## src/design/modexp_pkg.sv

```systemverilog
package modexp_pkg;

    // sequencer states of the exponentiation engine
    typedef enum logic [2:0] {
        ST_IDLE,
        ST_REDUCE,
        ST_SQUARE,
        ST_MULT,
        ST_DONE
    } state_t;

endpackage

```

## src/design/modular_exponentiation.sv

```systemverilog
// modular exponentiation, left-to-right binary method: each input beat carries
// base, exponent and modulus, and one output beat returns base^exponent mod
// modulus. a modulus below two gives 0, and a zero exponent gives 1. the block
// takes one beat at a time: s_tready is high only while the engine is idle.
// all arithmetic runs through one shared modular double-and-add unit, one
// multiplier bit per cycle. an item is loaded, the base is reduced by the
// modulus, then for each of the OPERAND_BITS exponent bits the running power
// is squared and, when the bit is set, multiplied by the base, and the result
// is handed over. a modulus below two skips all of this. the result sits in
// an output register, so the engine can start the next beat while it waits.
module modular_exponentiation #(
    parameter int OPERAND_BITS = 31
) (
    input  logic aclk,
    input  logic aresetn,
    // base, exponent, modulus from the lowest bit up, zero padded to bytes
    input  logic [8*((3*OPERAND_BITS+7)/8)-1:0] s_tdata,
    input  logic s_tvalid,
    output logic s_tready,
    // power_mod, zero padded to bytes
    output logic [8*((OPERAND_BITS+7)/8)-1:0] m_tdata,
    output logic m_tvalid,
    input  logic m_tready
);

    localparam int W     = OPERAND_BITS;
    localparam int CW    = $clog2(W);
    localparam int OUT_W = 8*((W+7)/8);

    // input fields
    logic [W-1:0] in_base;
    logic [W-1:0] in_exp;
    logic [W-1:0] in_mod;

    assign in_base = s_tdata[W-1:0];
    assign in_exp  = s_tdata[2*W-1:W];
    assign in_mod  = s_tdata[3*W-1:2*W];

    modexp_pkg::state_t state_reg, state_next;

    logic [W-1:0]  base_reg,   base_next;    // base reduced by the modulus
    logic [W-1:0]  exp_reg,    exp_next;     // exponent, consumed from the msb
    logic [W-1:0]  mod_reg,    mod_next;
    logic [W-1:0]  acc_reg,    acc_next;     // running power
    logic [W-1:0]  prod_reg,   prod_next;    // partial product of the shared unit
    logic [W-1:0]  mcand_reg,  mcand_next;   // multiplicand
    logic [W-1:0]  mplier_reg, mplier_next;  // multiplier, consumed from the msb
    logic [CW-1:0] step_reg,   step_next;    // multiplier bit index
    logic [CW-1:0] bit_reg,    bit_next;     // exponent bit index
    logic [W-1:0]  out_reg,    out_next;
    logic          mvalid_reg, mvalid_next;

    logic last_step;
    logic last_bit;
    logic out_free;

    assign last_step = (step_reg == '0);
    assign last_bit  = (bit_reg == '0);
    assign out_free  = !mvalid_reg || m_tready;

    // shared unit: ((2*prod + cin) mod m + addend) mod m, with prod, addend < m
    logic         unit_cin;
    logic [W-1:0] unit_addend;
    logic [W:0]   dbl_sum;
    logic [W-1:0] dbl_red;
    logic [W:0]   add_sum;
    logic [W-1:0] unit_out;

    assign unit_cin    = (state_reg == modexp_pkg::ST_REDUCE) && mplier_reg[W-1];
    assign unit_addend = (state_reg != modexp_pkg::ST_REDUCE && mplier_reg[W-1])
                         ? mcand_reg : '0;

    always_comb begin
        dbl_sum = {prod_reg, unit_cin};
        if (dbl_sum >= {1'b0, mod_reg}) begin
            dbl_red = W'(dbl_sum - {1'b0, mod_reg});
        end else begin
            dbl_red = dbl_sum[W-1:0];
        end
        add_sum = {1'b0, dbl_red} + {1'b0, unit_addend};
        if (add_sum >= {1'b0, mod_reg}) begin
            unit_out = W'(add_sum - {1'b0, mod_reg});
        end else begin
            unit_out = add_sum[W-1:0];
        end
    end

    // next state
    always_comb begin
        state_next = state_reg;
        case (state_reg)
            modexp_pkg::ST_IDLE: begin
                if (s_tvalid) begin
                    // modulus below two needs no work, the result is zero
                    state_next = (in_mod < W'(2)) ? modexp_pkg::ST_DONE
                                                   : modexp_pkg::ST_REDUCE;
                end
            end
            modexp_pkg::ST_REDUCE: begin
                if (last_step) begin
                    state_next = modexp_pkg::ST_SQUARE;
                end
            end
            modexp_pkg::ST_SQUARE: begin
                if (last_step) begin
                    if (exp_reg[W-1]) begin
                        state_next = modexp_pkg::ST_MULT;
                    end else if (last_bit) begin
                        state_next = modexp_pkg::ST_DONE;
                    end
                end
            end
            modexp_pkg::ST_MULT: begin
                if (last_step) begin
                    state_next = last_bit ? modexp_pkg::ST_DONE
                                          : modexp_pkg::ST_SQUARE;
                end
            end
            modexp_pkg::ST_DONE: begin
                if (out_free) begin
                    state_next = modexp_pkg::ST_IDLE;
                end
            end
            default: begin
                state_next = modexp_pkg::ST_IDLE;
            end
        endcase
    end

    // datapath and outputs
    always_comb begin
        base_next   = base_reg;
        exp_next    = exp_reg;
        mod_next    = mod_reg;
        acc_next    = acc_reg;
        prod_next   = prod_reg;
        mcand_next  = mcand_reg;
        mplier_next = mplier_reg;
        step_next   = step_reg;
        bit_next    = bit_reg;
        out_next    = out_reg;
        mvalid_next = mvalid_reg && !m_tready;
        s_tready    = 1'b0;

        case (state_reg)
            modexp_pkg::ST_IDLE: begin
                s_tready = 1'b1;
                if (s_tvalid) begin
                    mod_next    = in_mod;
                    exp_next    = in_exp;
                    mplier_next = in_base;   // shifted in to reduce the base
                    prod_next   = '0;
                    acc_next    = (in_mod < W'(2)) ? '0 : W'(1);
                    step_next   = CW'(W-1);
                    bit_next    = CW'(W-1);
                end
            end
            modexp_pkg::ST_REDUCE: begin
                prod_next   = unit_out;
                mplier_next = mplier_reg << 1;
                step_next   = step_reg - 1'b1;
                if (last_step) begin
                    // base done, set up the first square of acc = 1
                    base_next   = unit_out;
                    prod_next   = '0;
                    mcand_next  = acc_reg;
                    mplier_next = acc_reg;
                    step_next   = CW'(W-1);
                end
            end
            modexp_pkg::ST_SQUARE: begin
                prod_next   = unit_out;
                mplier_next = mplier_reg << 1;
                step_next   = step_reg - 1'b1;
                if (last_step) begin
                    acc_next  = unit_out;
                    prod_next = '0;
                    step_next = CW'(W-1);
                    if (exp_reg[W-1]) begin
                        // bit set: multiply by the base next
                        mcand_next  = unit_out;
                        mplier_next = base_reg;
                    end else begin
                        mcand_next  = unit_out;
                        mplier_next = unit_out;
                        exp_next    = exp_reg << 1;
                        bit_next    = bit_reg - 1'b1;
                    end
                end
            end
            modexp_pkg::ST_MULT: begin
                prod_next   = unit_out;
                mplier_next = mplier_reg << 1;
                step_next   = step_reg - 1'b1;
                if (last_step) begin
                    acc_next    = unit_out;
                    prod_next   = '0;
                    step_next   = CW'(W-1);
                    mcand_next  = unit_out;
                    mplier_next = unit_out;
                    exp_next    = exp_reg << 1;
                    bit_next    = bit_reg - 1'b1;
                end
            end
            modexp_pkg::ST_DONE: begin
                if (out_free) begin
                    out_next    = acc_reg;
                    mvalid_next = 1'b1;
                end
            end
            default: begin
            end
        endcase
    end

    always_ff @(posedge aclk) begin
        if (!aresetn) begin
            state_reg  <= modexp_pkg::ST_IDLE;
            mvalid_reg <= 1'b0;
        end else begin
            state_reg  <= state_next;
            mvalid_reg <= mvalid_next;
        end
    end

    always_ff @(posedge aclk) begin
        base_reg   <= base_next;
        exp_reg    <= exp_next;
        mod_reg    <= mod_next;
        acc_reg    <= acc_next;
        prod_reg   <= prod_next;
        mcand_reg  <= mcand_next;
        mplier_reg <= mplier_next;
        step_reg   <= step_next;
        bit_reg    <= bit_next;
        out_reg    <= out_next;
    end

    assign m_tdata  = OUT_W'(out_reg);
    assign m_tvalid = mvalid_reg;

endmodule
```

## config.mk

```make
export PLATFORM = sky130hd
export DESIGN_NAME = modular_exponentiation
export DESIGN_NICKNAME = d
export VERILOG_FILES = /design/src/design/modexp_pkg.sv /design/src/design/modular_exponentiation.sv
export SDC_FILE = /design/constraint.sdc
export NUM_CORES = 1
export LEC_CHECK = 0
export BUFFER_PORTS_ARGS = -buffer_cell sky130_fd_sc_hd__buf_2
export CAP_MARGIN = 40
export CORE_MARGIN = 1.5
export CORE_UTILIZATION = 30
export DETAILED_ROUTE_END_ITERATION = 8
export PLACE_DENSITY_LB_ADDON = 0.08
export SYNTH_ARGS = -nofsm -noshare
export SYNTH_HDL_FRONTEND = slang
export SYNTH_SLANG_ARGS = --single-unit
```

## constraint.sdc

```tcl
create_clock -name aclk -period 19 [get_ports aclk]
set_clock_uncertainty 0.1 [all_clocks]
set_input_delay 4.75 -clock aclk [delete_from_list [all_inputs] [get_ports aclk]]
set_output_delay 4.75 -clock aclk [all_outputs]
set_load 0.1 [all_outputs]
```

* Word-level counts from Yosys, hierarchy flattened
Cells that the tools add are included.
** Storage, ports and cells
- Bits in registers :: 262
- Output and inout bits :: 34
- Input port bits :: 100
- Word-level logic and storage cells :: 103
** Cells by class
- Equality and inequality tests :: 13
- Multiplexer cells :: 43
- Reductions and logical operators :: 26
- $lt $le $gt $ge :: 3
- Add/sub/neg operators :: 5
** Operators with widths (count)
- $mux W31 :: 17
- $pmux W31 S2 :: 3
- $pmux W31 S4 :: 1
- $pmux W31 S3 :: 1
- $ge A32 B31 Y1 :: 2
- $sub A31 B31 Y31 :: 2
- $add A31 B31 Y32 :: 1
- $lt A31 B2 Y1 const B :: 1
- $mux W3 :: 9
- $mux W5 :: 5
- $pmux W3 S5 :: 1
- $pmux W5 S3 :: 1
- $ne A2 B2 Y1 const B :: 6
- $logic_not A5 Y1 :: 2
- $pmux W5 S2 :: 1
- $reduce_and A2 Y1 :: 5
- $sub A5 B1 Y5 const B :: 2
- $eq A3 B2 Y1 const B :: 2
- $reduce_and A3 Y1 :: 2
- $reduce_and A6 Y1 :: 1
- $reduce_bool A2 Y1 :: 3
- $reduce_and A5 Y1 :: 1
- $mux W1 :: 4
- $reduce_and A4 Y1 :: 1
- 13 further kinds :: 16

* Longest topological paths before layout
- Depth after elaboration :: 10
- Gate-level depth with buffers :: 42
- Mapped depth without buffers :: 38

* Worst setup path before layout
No wires, ideal clock.
- Path kind :: register -> register
- Start :: reg state_reg[0]
- End :: reg mplier_reg[24] (data pin)
- Library setup time :: 258 ps
- Data required time :: 18642 ps
- Data arrival time :: 8576 ps
- Period minus slack after synthesis :: 8934 ps
- Path buffers :: 5
- Slack :: 10066 ps
- Stages on the path, launching flop included :: 42
- Path through :: dfxtp_1 > clkbuf_1 > inv_1 > nor3_1 > clkbuf_1 > nand2_1 > ha_1 > inv_1 > fa_1 > a21oi_1 > o221ai_1 > nor3_1 > a21oi_1 > a31oi_1 > o311a_2 > a21oi_2 > a211o_1 > a211o_1 > [6 not listed] > a21oi_1 > o21bai_1 > a221o_1 > a21oi_1 > xnor2_1 > ha_1 > clkbuf_1 > nand2_1 > nor4_1 > nand2_1 > a2111o_1 > o311a_1 > inv_2 > buf_2 > mux2i_1 > a21oi_1 > o22ai_1 > nand2_1
** Between the ends
- Cells in the longest elaborated chain, start to end :: 10
- Elaborated cells between the ends (all ways) :: 19
- Classes of those cells :: 3 x add/sub; 2 x order compare; 4 x eq/ne; 7 x mux; 3 x reduce/logical
** RTL lines
- from (decl) :: line modular_exponentiation.sv:39 : modexp_pkg::state_t state_reg, state_next;
- from (signal assigned) :: line modular_exponentiation.sv:218 : state_reg <= modexp_pkg::ST_IDLE;
- from (signal assigned) :: line modular_exponentiation.sv:221 : state_reg <= state_next;
- $eq A3 B1 Y1 :: line modular_exponentiation.sv:69, modular_exponentiation.sv:145
- $logic_and A1 B1 Y1 :: line modular_exponentiation.sv:69 : assign unit_cin = (state_reg == modexp_pkg::ST_REDUCE) && mplier_reg[W-1];
- $sub A31 B31 Y31 or $ge A32 B31 Y1 (tied branches) :: line modular_exponentiation.sv:76, modular_exponentiation.sv:75
- $mux W31 :: line modular_exponentiation.sv:75 : if (dbl_sum >= {1'b0, mod_reg}) begin
- $add A31 B31 Y32 :: line modular_exponentiation.sv:80 : add_sum = {1'b0, dbl_red} + {1'b0, unit_addend};
- $sub A31 B31 Y31 or $ge A32 B31 Y1 (tied branches) :: line modular_exponentiation.sv:82, modular_exponentiation.sv:81
- $mux W31 :: line modular_exponentiation.sv:81 : if (add_sum >= {1'b0, mod_reg}) begin
- $mux W31 :: line modular_exponentiation.sv:179 : if (exp_reg[W-1]) begin
- $mux W31 :: line modular_exponentiation.sv:175 : if (last_step) begin
- $pmux W31 S4 * :: line modular_exponentiation.sv:145 : case (state_reg)
- named net mplier_next[24] :: line modular_exponentiation.sv:47 : logic [W-1:0] mplier_reg, mplier_next;
- to (signal assigned) :: line modular_exponentiation.sv:233 : mplier_reg <= mplier_next;
- to (decl) :: line modular_exponentiation.sv:47
Mark *: on every way through the listed nets, which the timed path passes. The rest lies on a longest branch.
A chain may end at the register's enable or synchronous reset.

* Final worst setup path
- Start :: reg state_reg[2]
- End :: reg mplier_reg[7] (data pin)
** Between the ends
- Cells in the longest elaborated chain, start to end :: 10
- Elaborated cells between the ends (all ways) :: 19
- Classes of those cells :: 3 x add/sub; 2 x order compare; 4 x eq/ne; 7 x mux; 3 x reduce/logical
** RTL lines
- $eq A3 B1 Y1 :: line modular_exponentiation.sv:69
- $logic_and A1 B1 Y1 :: line modular_exponentiation.sv:69
- $sub A31 B31 Y31 or $ge A32 B31 Y1 (tied branches) :: line modular_exponentiation.sv:76, modular_exponentiation.sv:75
- $mux W31 :: line modular_exponentiation.sv:75
- $add A31 B31 Y32 * :: line modular_exponentiation.sv:80
- $sub A31 B31 Y31 or $ge A32 B31 Y1 (tied branches) :: line modular_exponentiation.sv:82, modular_exponentiation.sv:81
- $mux W31 * :: line modular_exponentiation.sv:81
- named net unit_out[7] :: line modular_exponentiation.sv:67 : logic [W-1:0] unit_out;
- $mux W31 :: line modular_exponentiation.sv:179
- $mux W31 :: line modular_exponentiation.sv:175
- $pmux W31 S4 * :: line modular_exponentiation.sv:145
- named net mplier_next[7] :: line modular_exponentiation.sv:47
Marked as above.

==> impl_metrics.json <==
{
  "worstPathRequired_ns": 19.20,
  "hp-start": "acc_reg[3]$_SDFFCE_PP0P_",
  "routedWlPerCell_um": 21.4,
  "synth.distinct_cells": 77,
  "viasPerCell": 5.19,
  "r2r_slack_ns": 7.45,
  "ys_seq_elements": 262,
  "synthArstFlopShare_pct": 0,
  "hold_class": "reg -> reg",
  "post_route_cells_drive_above_1_share_pct": 15.9,
  "critPathLaunchType": "flop",
  "slew_headroom_pct": 35.2,
  "multi_input_area_sq_um": 7810,
  "postCtsHoldBufs": 0,
  "cts_tree": "yes",
  "synth.avg_cell_area_sq_um": 10.5,
  "die_h_um": 236,
  "r2r-start": "state_reg[2]$_SDFFE_PN0P_",
  "finalCritPeriodShare_pct": 60.8,
  "die_x_um": 236,
  "nNetsFinal": 1861,
  "core-area_sq_um": 53600,
  "synth_most_common_cell": "edfxtp_1",
  "grt_overflow_total": 0,
  "htreeDepth": 2,
  "areaGrowthSynthToFinish_pct": 15.9,
  "clkSinkCount": 262,
  "seqCellArea_sq_um": 7830,
  "cp-startpoint": "state_reg[2]$_SDFFE_PN0P_",
  "antenna_found_initial": 6,
  "grt_max_degree": 66,
  "crit_type": "reg -> reg",
  "wl_um": 51100,
  "cp_max_fo": 34,
  "cts_buffers": 35,
  "start_util_pct": 30.3,
  "n_fill_cell": 5560,
  "synth_flop_cell": "edfxtp_1",
  "remaining_drc_errors": 0,
  "cts.clk_slew.worst_paths_ns": 0.06,
  "io_pins": 134,
  "crit_arrival_ns": 11.75,
  "clk_latency_ns": 0.57,
  "cts_resized": 0,
  "numPortBuffers": 129,
  "worst_path_max_delay_cell": "dfxtp_1",
  "finalSetupViolCount": 0,
  "cts_setup_buffers": 0,
  "yosysTopAreaCell": "edfxtp_1",
  "post_synth_instance_area_sq_um": 16200,
  "syn_nets": 1742,
  "synthTopCellsByCount": "edfxtp_1 (258), nor2_1 (148), a21oi_1 (125), ha_1 (95), inv_1 (95)",
  "fin_crit_ns": 11.55,
  "synth_area_leaders": "edfxtp_1 (48%), ha_1 (7.3%), a21oi_1 (3.9%), nor2_1 (3.4%), xnor2_1 (3.1%)",
  "rsz0062_at_grt": "false",
  "cts_buffer_depth": 3,
  "cpPeakStageDelay_ns": 0.74,
  "setup_tns_ns": 0,
  "postSynthCellCount": 1544,
  "grt_pass1_vias": 12100,
  "cp_common_cell": "a21oi_1",
  "dr.pass1.iters": 5,
  "seq_area_frac_synth_pct": 48.3,
  "cap_violations": 0,
  "yosys_warnings": 0,
  "hpwl_um": 37700,
  "gp_congestion": 0.827,
  "gr-usage-all-layers_pct": 18.2,
  "status": "completed",
  "synth-edff-count": 258,
  "num_vias": 12400,
  "worst_slew_pin_slew_ns": 0.945,
  "ant_nets": 0,
  "drt_iter0_drc": 806,
  "yosysTopAreaCellShare_pct": 47.8,
  "root_buffer": "clkbuf_16",
  "finalMaxSlewViolations": 0,
  "hold_violations": 0,
  "grt_pass1_wl_um": 76600,
  "fmax_mhz": 86.6,
  "endpoint_kind": "flop",
  "dieArea_sq_um": 55500,
  "rows": 85
}
[critical path, delay by kind of cell, from the launching register on]
kind,cells,cell delay (ns)
AO/OA/AOI/OAI,17,4.71
buffers and inverters,6,1.27
multiplexers,2,0.94
adder cells (fa/ha/maj),5,1.68
flip-flops,1,0.74
AND/OR/NAND/NOR,7,1.42
XOR/XNOR,1,0.28
[path summary, 6_finish.rpt]
kind | cells after the start | end
setup / recovery | 38 | mplier_reg[7]$_DFFE_PP_
hold / removal | 0 | out_reg[3]$_DFFE_PP_
setup reg to reg | 38 | mplier_reg[7]$_DFFE_PP_
hold reg to reg | 0 | out_reg[3]$_DFFE_PP_
[cell usage in the layout, fill, tap and decap left out, types with 9 or more instances in the layout]
cell type and n:
ha_1 95, o31ai_1 10, inv_1 95, clkbuf_16 35, a31oi_1 11, and3_1 10, nand2_1 85, buf_2 129
nor3_1 19, nor4_1 10, a21oi_1 124, nand2b_1 13, xnor2_1 57, mux2_4 29, a221o_1 10, a22o_1 30
nor2b_1 10, o21a_1 13, or3_1 23, nor2_1 141, edfxtp_1 258, a21o_1 57, nand3_1 32, xor2_1 27
o21bai_1 10, buf_4 19, and2_1 47, nand4_1 9, a211oi_1 11, o21ai_0 89, a221oi_1 25, mux2i_1 15
[metrics by stage]
step | std cells | cell area [sq um] | util, % | worst slack [ns] | hold slack [ns]
final | 2387 | 18800 | 35.1 | 7.45 | 0.384
after global routing | 2385 | 18800 | 35.1 | 6.74 | 0.398
after CTS | 2385 | 18800 | 35.1 | 7.48 | 0.387
after detailed placement | 2322 | 17700 | 33.0 | 7.49 | 0.377
after global placement | 2319 | 17700 | 32.9 | 7.47 | 0.379
after floorplan | 1544 | 16200 | - | 10.07 | 0.346
[cells by family (layout without fill, tap and decap cells)]
logic type                 count (synthesis)  count (layout)  share of synthesized area, %
xor gates and xnor gates                  84              84                          4.54
buffers and inverters                    165             310                          4.02
AOI/OAI and AO/OA                        460             460                          19.0
other                                      1               3                        0.0231
DFF                                      262             262                          48.3
and+or+nand+nor                          424             424                          12.4
muxes                                     50              50                          4.03
adders and majority gates                 98              98                          7.70
[metal layers]
layer	GRT usage, %	wire length (um)
met2	27.4	21700
met1	26.2	25300
met3	3.11	2430
met5	0	55
met4	6.43	1530
[layout make-up]
| class | count | area share, % |
|---|---|---|
| Clock inverter | 19 | 0.892 |
| Multi-Input combinational cell | 1117 | 41.5 |
| Inverter | 96 | 1.92 |
| Sequential cell | 262 | 41.6 |
| Clock buffer | 44 | 4.89 |
| Antenna cell | 2 | 0.0266 |
| Tap cell | 696 | 4.63 |
| Timing Repair Buffer | 151 | 4.48 |
Power is not shown: default switching activity piles up to over one toggle a cycle in this logic, so the estimate is an artifact.
